### src/rtl/fsza_pkg.sv
// Shared types, codes and helpers of the fixed slot zone allocator.
`timescale 1ns / 1ps
package fsza_pkg;

  localparam int MAX_REGIONS_DEF = 8;
  localparam int MAX_SLOTS_DEF   = 256;

  localparam int ADDR_W     = 32;
  localparam int SLOT_W     = 17;
  localparam int HDR_W      = 9;
  localparam int OFS_W      = 5;
  localparam int ESLOT_W    = 18;
  localparam int OP_W       = 2;
  localparam int ST_W       = 3;
  localparam int CFG_IDX_W  = 2;
  localparam int CFG_DATA_W = 17;
  localparam int CHUNK      = 16;
  localparam int CHB        = 4;
  localparam int SLOT_ROUND = 15;

  localparam logic [OP_W-1:0] OP_ALLOC  = 2'd0;
  localparam logic [OP_W-1:0] OP_FREE   = 2'd1;
  localparam logic [OP_W-1:0] OP_ADD    = 2'd2;
  localparam logic [OP_W-1:0] OP_REMOVE = 2'd3;

  localparam logic [ST_W-1:0] ST_OK         = 3'd0;
  localparam logic [ST_W-1:0] ST_NO_SLOT    = 3'd1;
  localparam logic [ST_W-1:0] ST_UNKNOWN    = 3'd2;
  localparam logic [ST_W-1:0] ST_FULL       = 3'd3;
  localparam logic [ST_W-1:0] ST_SMALL      = 3'd4;
  localparam logic [ST_W-1:0] ST_NONE_EMPTY = 3'd5;

  localparam logic [CFG_IDX_W-1:0] CFG_SLOT_SIZE = 2'd0;
  localparam logic [CFG_IDX_W-1:0] CFG_HEADER    = 2'd1;
  localparam logic [CFG_IDX_W-1:0] CFG_OFFSET    = 2'd2;

  localparam logic [SLOT_W-1:0] SLOT_SIZE_RST = 17'd16;
  localparam logic [HDR_W-1:0]  HEADER_RST    = 9'd32;
  localparam logic [OFS_W-1:0]  OFFSET_RST    = 5'd8;

  typedef struct packed {
    logic [OP_W-1:0]   op;
    logic [ADDR_W-1:0] address;
    logic [ADDR_W-1:0] region_size;
  } in_word_t;

  typedef struct packed {
    logic [ST_W-1:0]   status;
    logic [ADDR_W-1:0] result_address;
    logic [ADDR_W-1:0] removed_size;
    logic              refill_request;
    logic              region_now_empty;
  } out_word_t;

  typedef struct packed {
    logic            load;
    logic            pos_clr;
    logic            pos_tot;
    logic            pos_inc;
    logic            alloc_scan;
    logic            alloc_mul;
    logic            alloc_addr;
    logic            free_mul;
    logic            div_free;
    logic            div_add;
    logic            free_upd;
    logic            add_wr;
    logic            rem_step;
    logic            set_st;
    logic            refill;
    logic            out_load;
    logic [ST_W-1:0] st;
  } dp_cmd_t;

  typedef struct packed {
    logic [OP_W-1:0] op;
    logic            scan_end;
    logic            alloc_hit;
    logic            tbl_full;
    logic            too_small;
    logic            in_range;
    logic            div_done;
    logic            rem_hit;
    logic            pos_zero;
    logic            out_free;
  } dp_stat_t;

  // Slot size rounded up to 16 bytes; zero counts as 16.
  function automatic logic [ESLOT_W-1:0] eff_slot(input logic [SLOT_W-1:0] s);
    logic [ESLOT_W-1:0] t;
    t = ({1'b0, s} + ESLOT_W'(SLOT_ROUND)) & ~ESLOT_W'(SLOT_ROUND);
    if (t == '0) begin
      t = ESLOT_W'(CHUNK);
    end
    return t;
  endfunction

endpackage

### src/rtl/fsza_ctrl.sv
// Sequencer that steps the allocator datapath through each operation.
`timescale 1ns / 1ps
module fsza_ctrl (
  input  logic               clk,
  input  logic               rst_n,
  input  logic               in_valid,
  output logic               in_ready,
  input  fsza_pkg::dp_stat_t stat,
  output fsza_pkg::dp_cmd_t  cmd
);
  import fsza_pkg::*;

  localparam logic [3:0] S_IDLE  = 4'd0;
  localparam logic [3:0] S_DISP  = 4'd1;
  localparam logic [3:0] S_ASCAN = 4'd2;
  localparam logic [3:0] S_AMUL  = 4'd3;
  localparam logic [3:0] S_AADDR = 4'd4;
  localparam logic [3:0] S_FMUL  = 4'd5;
  localparam logic [3:0] S_FCMP  = 4'd6;
  localparam logic [3:0] S_FDIV  = 4'd7;
  localparam logic [3:0] S_FUPD  = 4'd8;
  localparam logic [3:0] S_ADIV  = 4'd9;
  localparam logic [3:0] S_AWR   = 4'd10;
  localparam logic [3:0] S_RSCAN = 4'd11;
  localparam logic [3:0] S_DONE  = 4'd12;

  logic [3:0] state_r;
  logic [3:0] state_nxt;

  always_comb begin
    cmd       = '0;
    in_ready  = 1'b0;
    state_nxt = state_r;
    case (state_r)
      S_IDLE: begin
        in_ready = 1'b1;
        if (in_valid) begin
          cmd.load  = 1'b1;
          state_nxt = S_DISP;
        end
      end
      S_DISP: begin
        case (stat.op)
          OP_ALLOC: begin
            cmd.pos_clr = 1'b1;
            state_nxt   = S_ASCAN;
          end
          OP_FREE: begin
            cmd.pos_clr = 1'b1;
            cmd.set_st  = 1'b1;
            cmd.st      = ST_UNKNOWN;
            state_nxt   = S_FMUL;
          end
          OP_ADD: begin
            if (stat.tbl_full) begin
              cmd.set_st = 1'b1;
              cmd.st     = ST_FULL;
              state_nxt  = S_DONE;
            end else if (stat.too_small) begin
              cmd.set_st = 1'b1;
              cmd.st     = ST_SMALL;
              state_nxt  = S_DONE;
            end else begin
              cmd.div_add = 1'b1;
              state_nxt   = S_ADIV;
            end
          end
          default: begin
            cmd.pos_tot = 1'b1;
            state_nxt   = S_RSCAN;
          end
        endcase
      end
      S_ASCAN: begin
        if (stat.scan_end) begin
          cmd.set_st = 1'b1;
          cmd.st     = ST_NO_SLOT;
          cmd.refill = 1'b1;
          state_nxt  = S_DONE;
        end else begin
          cmd.alloc_scan = 1'b1;
          if (stat.alloc_hit) begin
            state_nxt = S_AMUL;
          end
        end
      end
      S_AMUL: begin
        cmd.alloc_mul = 1'b1;
        state_nxt     = S_AADDR;
      end
      S_AADDR: begin
        cmd.alloc_addr = 1'b1;
        state_nxt      = S_DONE;
      end
      S_FMUL: begin
        if (stat.scan_end) begin
          state_nxt = S_DONE;
        end else begin
          cmd.free_mul = 1'b1;
          state_nxt    = S_FCMP;
        end
      end
      S_FCMP: begin
        if (stat.in_range) begin
          cmd.div_free = 1'b1;
          state_nxt    = S_FDIV;
        end else begin
          cmd.pos_inc = 1'b1;
          state_nxt   = S_FMUL;
        end
      end
      S_FDIV: begin
        if (stat.div_done) begin
          state_nxt = S_FUPD;
        end
      end
      S_FUPD: begin
        cmd.free_upd = 1'b1;
        state_nxt    = S_DONE;
      end
      S_ADIV: begin
        if (stat.div_done) begin
          state_nxt = S_AWR;
        end
      end
      S_AWR: begin
        cmd.add_wr = 1'b1;
        state_nxt  = S_DONE;
      end
      S_RSCAN: begin
        if (stat.pos_zero) begin
          cmd.set_st = 1'b1;
          cmd.st     = ST_NONE_EMPTY;
          state_nxt  = S_DONE;
        end else begin
          cmd.rem_step = 1'b1;
          if (stat.rem_hit) begin
            state_nxt = S_DONE;
          end
        end
      end
      S_DONE: begin
        if (stat.out_free) begin
          cmd.out_load = 1'b1;
          state_nxt    = S_IDLE;
        end
      end
      default: begin
        state_nxt = S_IDLE;
      end
    endcase
  end

  always_ff @(posedge clk) begin
    if (!rst_n) begin
      state_r <= S_IDLE;
    end else begin
      state_r <= state_nxt;
    end
  end
endmodule

### config.mk
export PLATFORM = sky130hd
export DESIGN_NAME = fsza_ctrl
export DESIGN_NICKNAME = d
export VERILOG_FILES = /design/src/rtl/fsza_pkg.sv /design/src/rtl/fsza_ctrl.sv
export SDC_FILE = /design/constraint.sdc
export NUM_CORES = 1
export LEC_CHECK = 0
export BUFFER_PORTS_ARGS = -buffer_cell sky130_fd_sc_hd__buf_4
export CORE_MARGIN = 1.5
export CORE_UTILIZATION = 47
export DETAILED_ROUTE_END_ITERATION = 10
export PLACE_DENSITY = 0.79
export REMOVE_ABC_BUFFERS = 1
export SLEW_MARGIN = 5
export SYNTH_ARGS = -nofsm -noshare
export SYNTH_HDL_FRONTEND = slang
export SYNTH_SLANG_ARGS = --single-unit
export TNS_END_PERCENT = 10
### constraint.sdc
create_clock -name clk -period 1.6 [get_ports clk]
set_input_delay 0.08 -clock clk [delete_from_list [all_inputs] [get_ports clk]]
set_output_delay 0.08 -clock clk [all_outputs]
set_load 0.01 [all_outputs]
; ---- Word-level counts from Yosys, hierarchy flattened
; Index checks and enable logic that the tools add are counted.
[totals]
word_cells = 79
ff_bits = 4
input_bits = 14
output_inout_bits = 20
[op_classes]
reduce_logical = 6
n_eq_ne = 20
mux = 52
[op_table]
columns = op, count
row1 = one-hot mux 4 bit (11 select lines), 1
row2 = 2-to-1 mux 4 bit, 10
row3 = 2-to-1 mux 1 bit, 29
row4 = "== test 4 bit, second input constant", 5
row5 = "== test 4 x 3 -> 1 bit, second input constant", 4
row6 = 2-to-1 mux 3 bit, 4
row7 = one-hot mux 4 bit (3 select lines), 1
row8 = one-hot mux 3 bit (3 select lines), 1
row9 = "== test 4 x 2 -> 1 bit, second input constant", 2
row10 = "inequality test 2 bit, second input constant", 4
row11 = 2-to-1 mux 2 bit, 3
row12 = "inequality test 3 bit, second input constant", 2
row13 = one-hot mux 3 bit (2 select lines), 1
row14 = AND reduction 6 bit, 1
row15 = OR reduction 3 bit, 2
row16 = "== test 4 x 1 -> 1 bit, second input constant", 1
row17 = zero test 4 bit, 1
row18 = one-hot mux 1 bit (3 select lines), 1
row19 = "== test 2 x 1 -> 1 bit, second input constant", 1
row20 = "== test 2 bit, second input constant", 1
row21 = zero test 2 bit, 1
row22 = one-hot mux 1 bit (2 select lines), 1
row23 = OR reduction 2 bit, 1

; ---- Longest topological paths before layout
[depth]
ltp_word = 4
mapped_depth = 7
ltp_nobuf = 7

; ---- Least setup slack after synthesis
; No wires, ideal clock.
[synth_timing]
path_kind = flip-flop to output port
start = register state_r[2]
end = output port cmd[18] (netlist bit)
t_required_ns = 1.520
arrival_time_ns = 1.367
path_buffers = 2
stages_incl_launch_ff = 5
slack_ns = 0.153
path_cell_list = dfxtp_1 -> buf_6 -> clkbuf_1 -> nor4_1 -> and2_1
[synth_lines]
columns = item, line
row1 = from (decl), fsza_ctrl.sv:27  ; logic [3:0] state_r;
row2 = from (signal assigned), fsza_ctrl.sv:158  ; state_r <= state_nxt;
row3 = to (decl), fsza_ctrl.sv:9  ; output fsza_pkg::dp_cmd_t cmd

; ---- Final worst setup path
[layout_timing]
start = register state_r[2]
end = register state_r[2]
[layout_via]
elab_chain_len = 3
elab_cells_between_ends = 22
cone_classes = eq/ne (18) / mux (1) / reduce/logical (3)
[layout_rtl]
columns = item, line
row1 = == test 4 bit (tied with other cells), fsza_ctrl.sv:34  ; case (state_r)
row2 = OR reduction 3 bit (no source line) (tied with other cells), -
row3 = one-hot mux 4 bit (11 select lines) / AND reduction 6 bit (equally long branches), -
; Parallel ways exist; a longest one is shown, timed or not.
; A chain may end at the register's enable or synchronous reset.

==> results.md <==
Status:
- The flow ran to the end, and the final reports show no timing, DRC or antenna violations.

Logic synthesis:
- The fraction of the mapped netlist area in compound gates is 0.207.
- Counting flops and latches in the post-synthesis netlist gives 4.
- In this run the cell area of the synthesized design comes to about 770 um2.
- By area the synthesized netlist is led by sky130_fd_sc_hd__dfxtp_1, sky130_fd_sc_hd__ha_1, sky130_fd_sc_hd__nand2_1.
- Counting flops with a built-in enable in the synthesized netlist gives 0.
- The most instantiated flip-flop cell in the synthesis netlist is sky130_fd_sc_hd__dfxtp_1.
- The post-synthesis async set-or-reset flop share is 0.
- The average instance area after synthesis is between 6 and 7 um2.
- The sequential cell area fraction in the yosys report is 0.103.
- The number of distinct library cell variants in the gate-level netlist after synthesis is between 40 and 50.
- Of the total synthesized cell area, the portion taken by AND, OR, NAND and NOR gates is 0.477.
- The synthesized-area fraction occupied by xor and xnor cells is 0.
- Of the total synthesized cell area, the portion taken by full adders, half adders and majority gates is 0.0808.
- The biggest area contributor in the post-synthesis netlist is sky130_fd_sc_hd__dfxtp_1.
- The dominant combinational cell family by area after synthesis is simple AND/OR/NAND/NOR gates.
- The proportion of netlist area held by the largest area contributor is 0.103.
- The synthesized netlist cell count is 111.
- Yosys printed 0 warnings.
- After synthesis, the share of cell area in mux cells is 0.0258.

Layout:
- For this run, the share of the core covered by cells in the final layout is 0.771.
- The multi-input gate area in the final layout is 639 um2.
- The largest register by flop count is state_r.
- In the final design database the tool counted 176 nets.
- In the final layout, the share of cells above drive strength 1 is 0.445.
- In the final layout, flip-flops and latches occupy 90.1 um2.
- Relative to the synthesized area, the layout overhead comes to 51.7%.
- The largest registers in the layout are state_r: 4 flops.
- The number of antenna cells inserted is 0.
- The flip-flop count of the largest register, all copies and words added is 4.
- After filler insertion, the fill cell instance count of the layout stands at 120.
- The final instance area is 1170 um2.

Setup path:
- The buffers plus inverters on the worst setup path is 0.
- The worst setup path is captured at a flop.
- The slowest stage of the critical path is the sky130_fd_sc_hd__dfxtp_4 cell.
- Data on the critical path is required at its endpoint by around 1.7 ns.
- The longest individual stage delay on the worst path is roughly 0.36 ns.
- Traced cell by cell, the critical path runs through nor2b_1, a22o_1, a32o_2, nor2_2, mux2i_1.
- The top cell family by delay on the critical path is compound AO/OA/AOI/OAI gates.
- The critical path in this run is classified as reg -> reg.
- The arrival time reported for the critical path endpoint is around 1.7 ns.
- The startpoint type of the worst setup path is a flop.
- The largest fanout of any net on the critical path is 7.

Timing:
- The share of the clock period used by the worst path after layout is 0.987.
- The max-slew violation total from the final report is 0.
- The hold violation total from the final report is 0.
- For the finished layout, the period the worst path requires is approximately 1.6 ns.
- The pin slew with the least headroom to its limit is about 0.33 ns.
- The peak clock frequency supported by timing is approximately 630 MHz.
- The count of final setup violators is 0.
- The largest clock skew in the final design is 0.00385 ns.
- Headroom to the max-slew limit came out at 0.781.

Power and ir drop:
- Summed over all cells, the static leakage comes to 0.606 nW.
- Summing internal, switching and leakage power gives roughly 0.0015 W.
- The worst supply voltage drop on vdd is between 600 and 700 uV.
- Dividing total power by cell area gives a power density of 1310 nW/um2.

Die:
- The height of the die is 43.6 um.
- The number of cell rows is 14.
- The floorplan die area is 1900 um2.
- During I/O placement, the number of pins put on the boundary was 34.
- In this run the horizontal extent of the chip is 43.6 um.
- After floorplanning, the core was sized to cover 1520 um2.
- The initial utilization of the core area, before any placement, comes to 0.508.

Routing:
- After detailed routing, the total wire length is roughly 2.5 mm.
- Dividing the detail-routed wire length by the instance count gives ~15 um.
- For this block, the via count after detailed routing is around 1000.
- The first detailed-routing pass took 7 iterations.
- The remaining number of nets flagged by the antenna check after routing is 0.
- The routed via count divided by cell count is approximately 6.
- The post-detailed-route DRC marker count is 0.
- The first-iteration detailed-routing DRC count is 47.

Global routing:
- Global routing finished with a remaining overflow of 0.
- The via count of the first global-routing pass is 910.
- The global-route wire length before repair is around 3.7 mm.
- The maximum number of pins on one net before global-route repair is 12.
- The overall track demand over capacity in global routing is 0.252.
- The initial antenna violation count is 0.

Placed design:
- At the end of routability-driven placement, the weighted congestion stood at 0.845.
- The total of buffers placed on input and output ports is 33.
- In this run the cell area measured after placement is around 1100 um2.
- The wire-length estimate of the detail-placed layout is ~1.8 mm.

Clock tree:
- TritonCTS built the clock tree.
- After clock tree synthesis, the clock-pin slew on the worst setup and hold paths is around 0.040 ns.
- Clock tree synthesis inserted a total of 3 buffers.
- The maximum clock path buffer count is 2.
- The clock net sink count is 4.
- The cts-stage hold buffer count is 0.
- At the later pin of the worst-skew pair, clock insertion delay measures 0.24 ns.
- The clock root buffer is sky130_fd_sc_hd__clkbuf_4.
- The H-tree depth reported by CTS is 1.

Job:
- The tool flagged a number of max-cap violations equal to 0.

Worst hold path:
- The min-delay analysis places its worst path in the category in -> reg.
[path summary, 6_finish.rpt]
kind | depth (start not counted) | start | slack, ns | end
min reg2reg | 3 | state_r[1] | 0.66 | state_r[1]
max | 5 | state_r[2] | 0.02 | state_r[2]
max reg2reg | 5 | state_r[2] | 0.02 | state_r[2]
min | 3 | rst_n | 0.10 | state_r[3]
[cell usage in the layout, fill, tap and decap left out, types with 3 or more instances in the layout]
cell type	count
sky130_fd_sc_hd__inv_1	8
sky130_fd_sc_hd__nand3_1	4
sky130_fd_sc_hd__nor3_1	5
sky130_fd_sc_hd__nor2b_1	4
sky130_fd_sc_hd__and3_1	3
sky130_fd_sc_hd__nand3b_1	3
sky130_fd_sc_hd__nand2b_1	4
sky130_fd_sc_hd__ha_1	5
sky130_fd_sc_hd__and2_1	3
sky130_fd_sc_hd__nor2_1	6
sky130_fd_sc_hd__nand2_1	10
sky130_fd_sc_hd__clkbuf_4	3
sky130_fd_sc_hd__buf_4	46
sky130_fd_sc_hd__a21oi_1	5
[per-stage QoR]
stage | setup WS [ns] | hold WS, ns | TNS [ns] | std cells
after floorplan | -0.0616 | 0.189 | -0.137 | 103
after global routing | -0.0126 | 0.103 | -0.0189 | 171
after detailed placement | 0.00631 | 0.352 | 0 | 166
final | 0.0214 | 0.101 | 0 | 171
after global placement | 0.0789 | 0.349 | 0 | 166
after CTS | 0.0171 | 0.0991 | 0 | 169
[routing by layer]
layer / vias up / routed length, um / track usage
met2: 63 / 1340 / 0.485
met1: 480 / 925 / 0.279
met4: 0 / 60 / 0.103
met5: - / 0 / 0
li1: 494 / - / -
met3: 8 / 203 / 0.0167
[synth_stat cells, types with 4 or more instances]
| library cell | number |
|---|---|
| sky130_fd_sc_hd__a21oi_1 | 5 |
| sky130_fd_sc_hd__nand3_1 | 4 |
| sky130_fd_sc_hd__nand2b_1 | 4 |
| sky130_fd_sc_hd__nand2_1 | 10 |
| sky130_fd_sc_hd__nor2b_1 | 4 |
| sky130_fd_sc_hd__inv_1 | 8 |
| sky130_fd_sc_hd__nor3_1 | 6 |
| sky130_fd_sc_hd__dfxtp_1 | 4 |
| sky130_fd_sc_hd__ha_1 | 5 |
| sky130_fd_sc_hd__nor2_1 | 6 |
| sky130_fd_sc_hd__o21ai_0 | 5 |
[worst min-delay path, cell delays in order]
cell and delay (ns):
sky130_fd_sc_hd__buf_4 0.14, sky130_fd_sc_hd__inv_1 0.05, sky130_fd_sc_hd__a21oi_1 0.03
[area by class of cell]
| cell class | instances | area share |
|---|---|---|
| sequential | 4 | 0.0767 |
| clock buffer | 3 | 0.0192 |
| timing repair buffer | 49 | 0.317 |
| tap | 16 | 0.0170 |
| multi-input combinational | 91 | 0.544 |
| inverter | 8 | 0.0256 |
[power by group]
| part | total, W | internal, W | switching, W |
|---|---|---|---|
| sequential | 0.000242 | 0.000153 | 0.0000890 |
| clock | 0.000129 | 0.0000842 | 0.0000451 |
| combinational | 0.00117 | 0.000576 | 0.000596 |
| total | 0.00154 | 0.000813 | 0.000731 |
[cells by family after synthesis]
logic type,after synthesis
AND/OR/NAND/NOR,61
AO/OA/AOI/OAI,23
buffers and inverters,16
adder cells (fa/ha/maj),5
flip-flops,4
multiplexers,2
[what timing repair did]
action                     in CTS  in global routing
setup endpoints to repair       5                  7
gates resized for setup         7                 11
buffers inserted                0                  2
pin swaps                       0                  2
No activity file was read; power rests on OpenSTA's default activity.
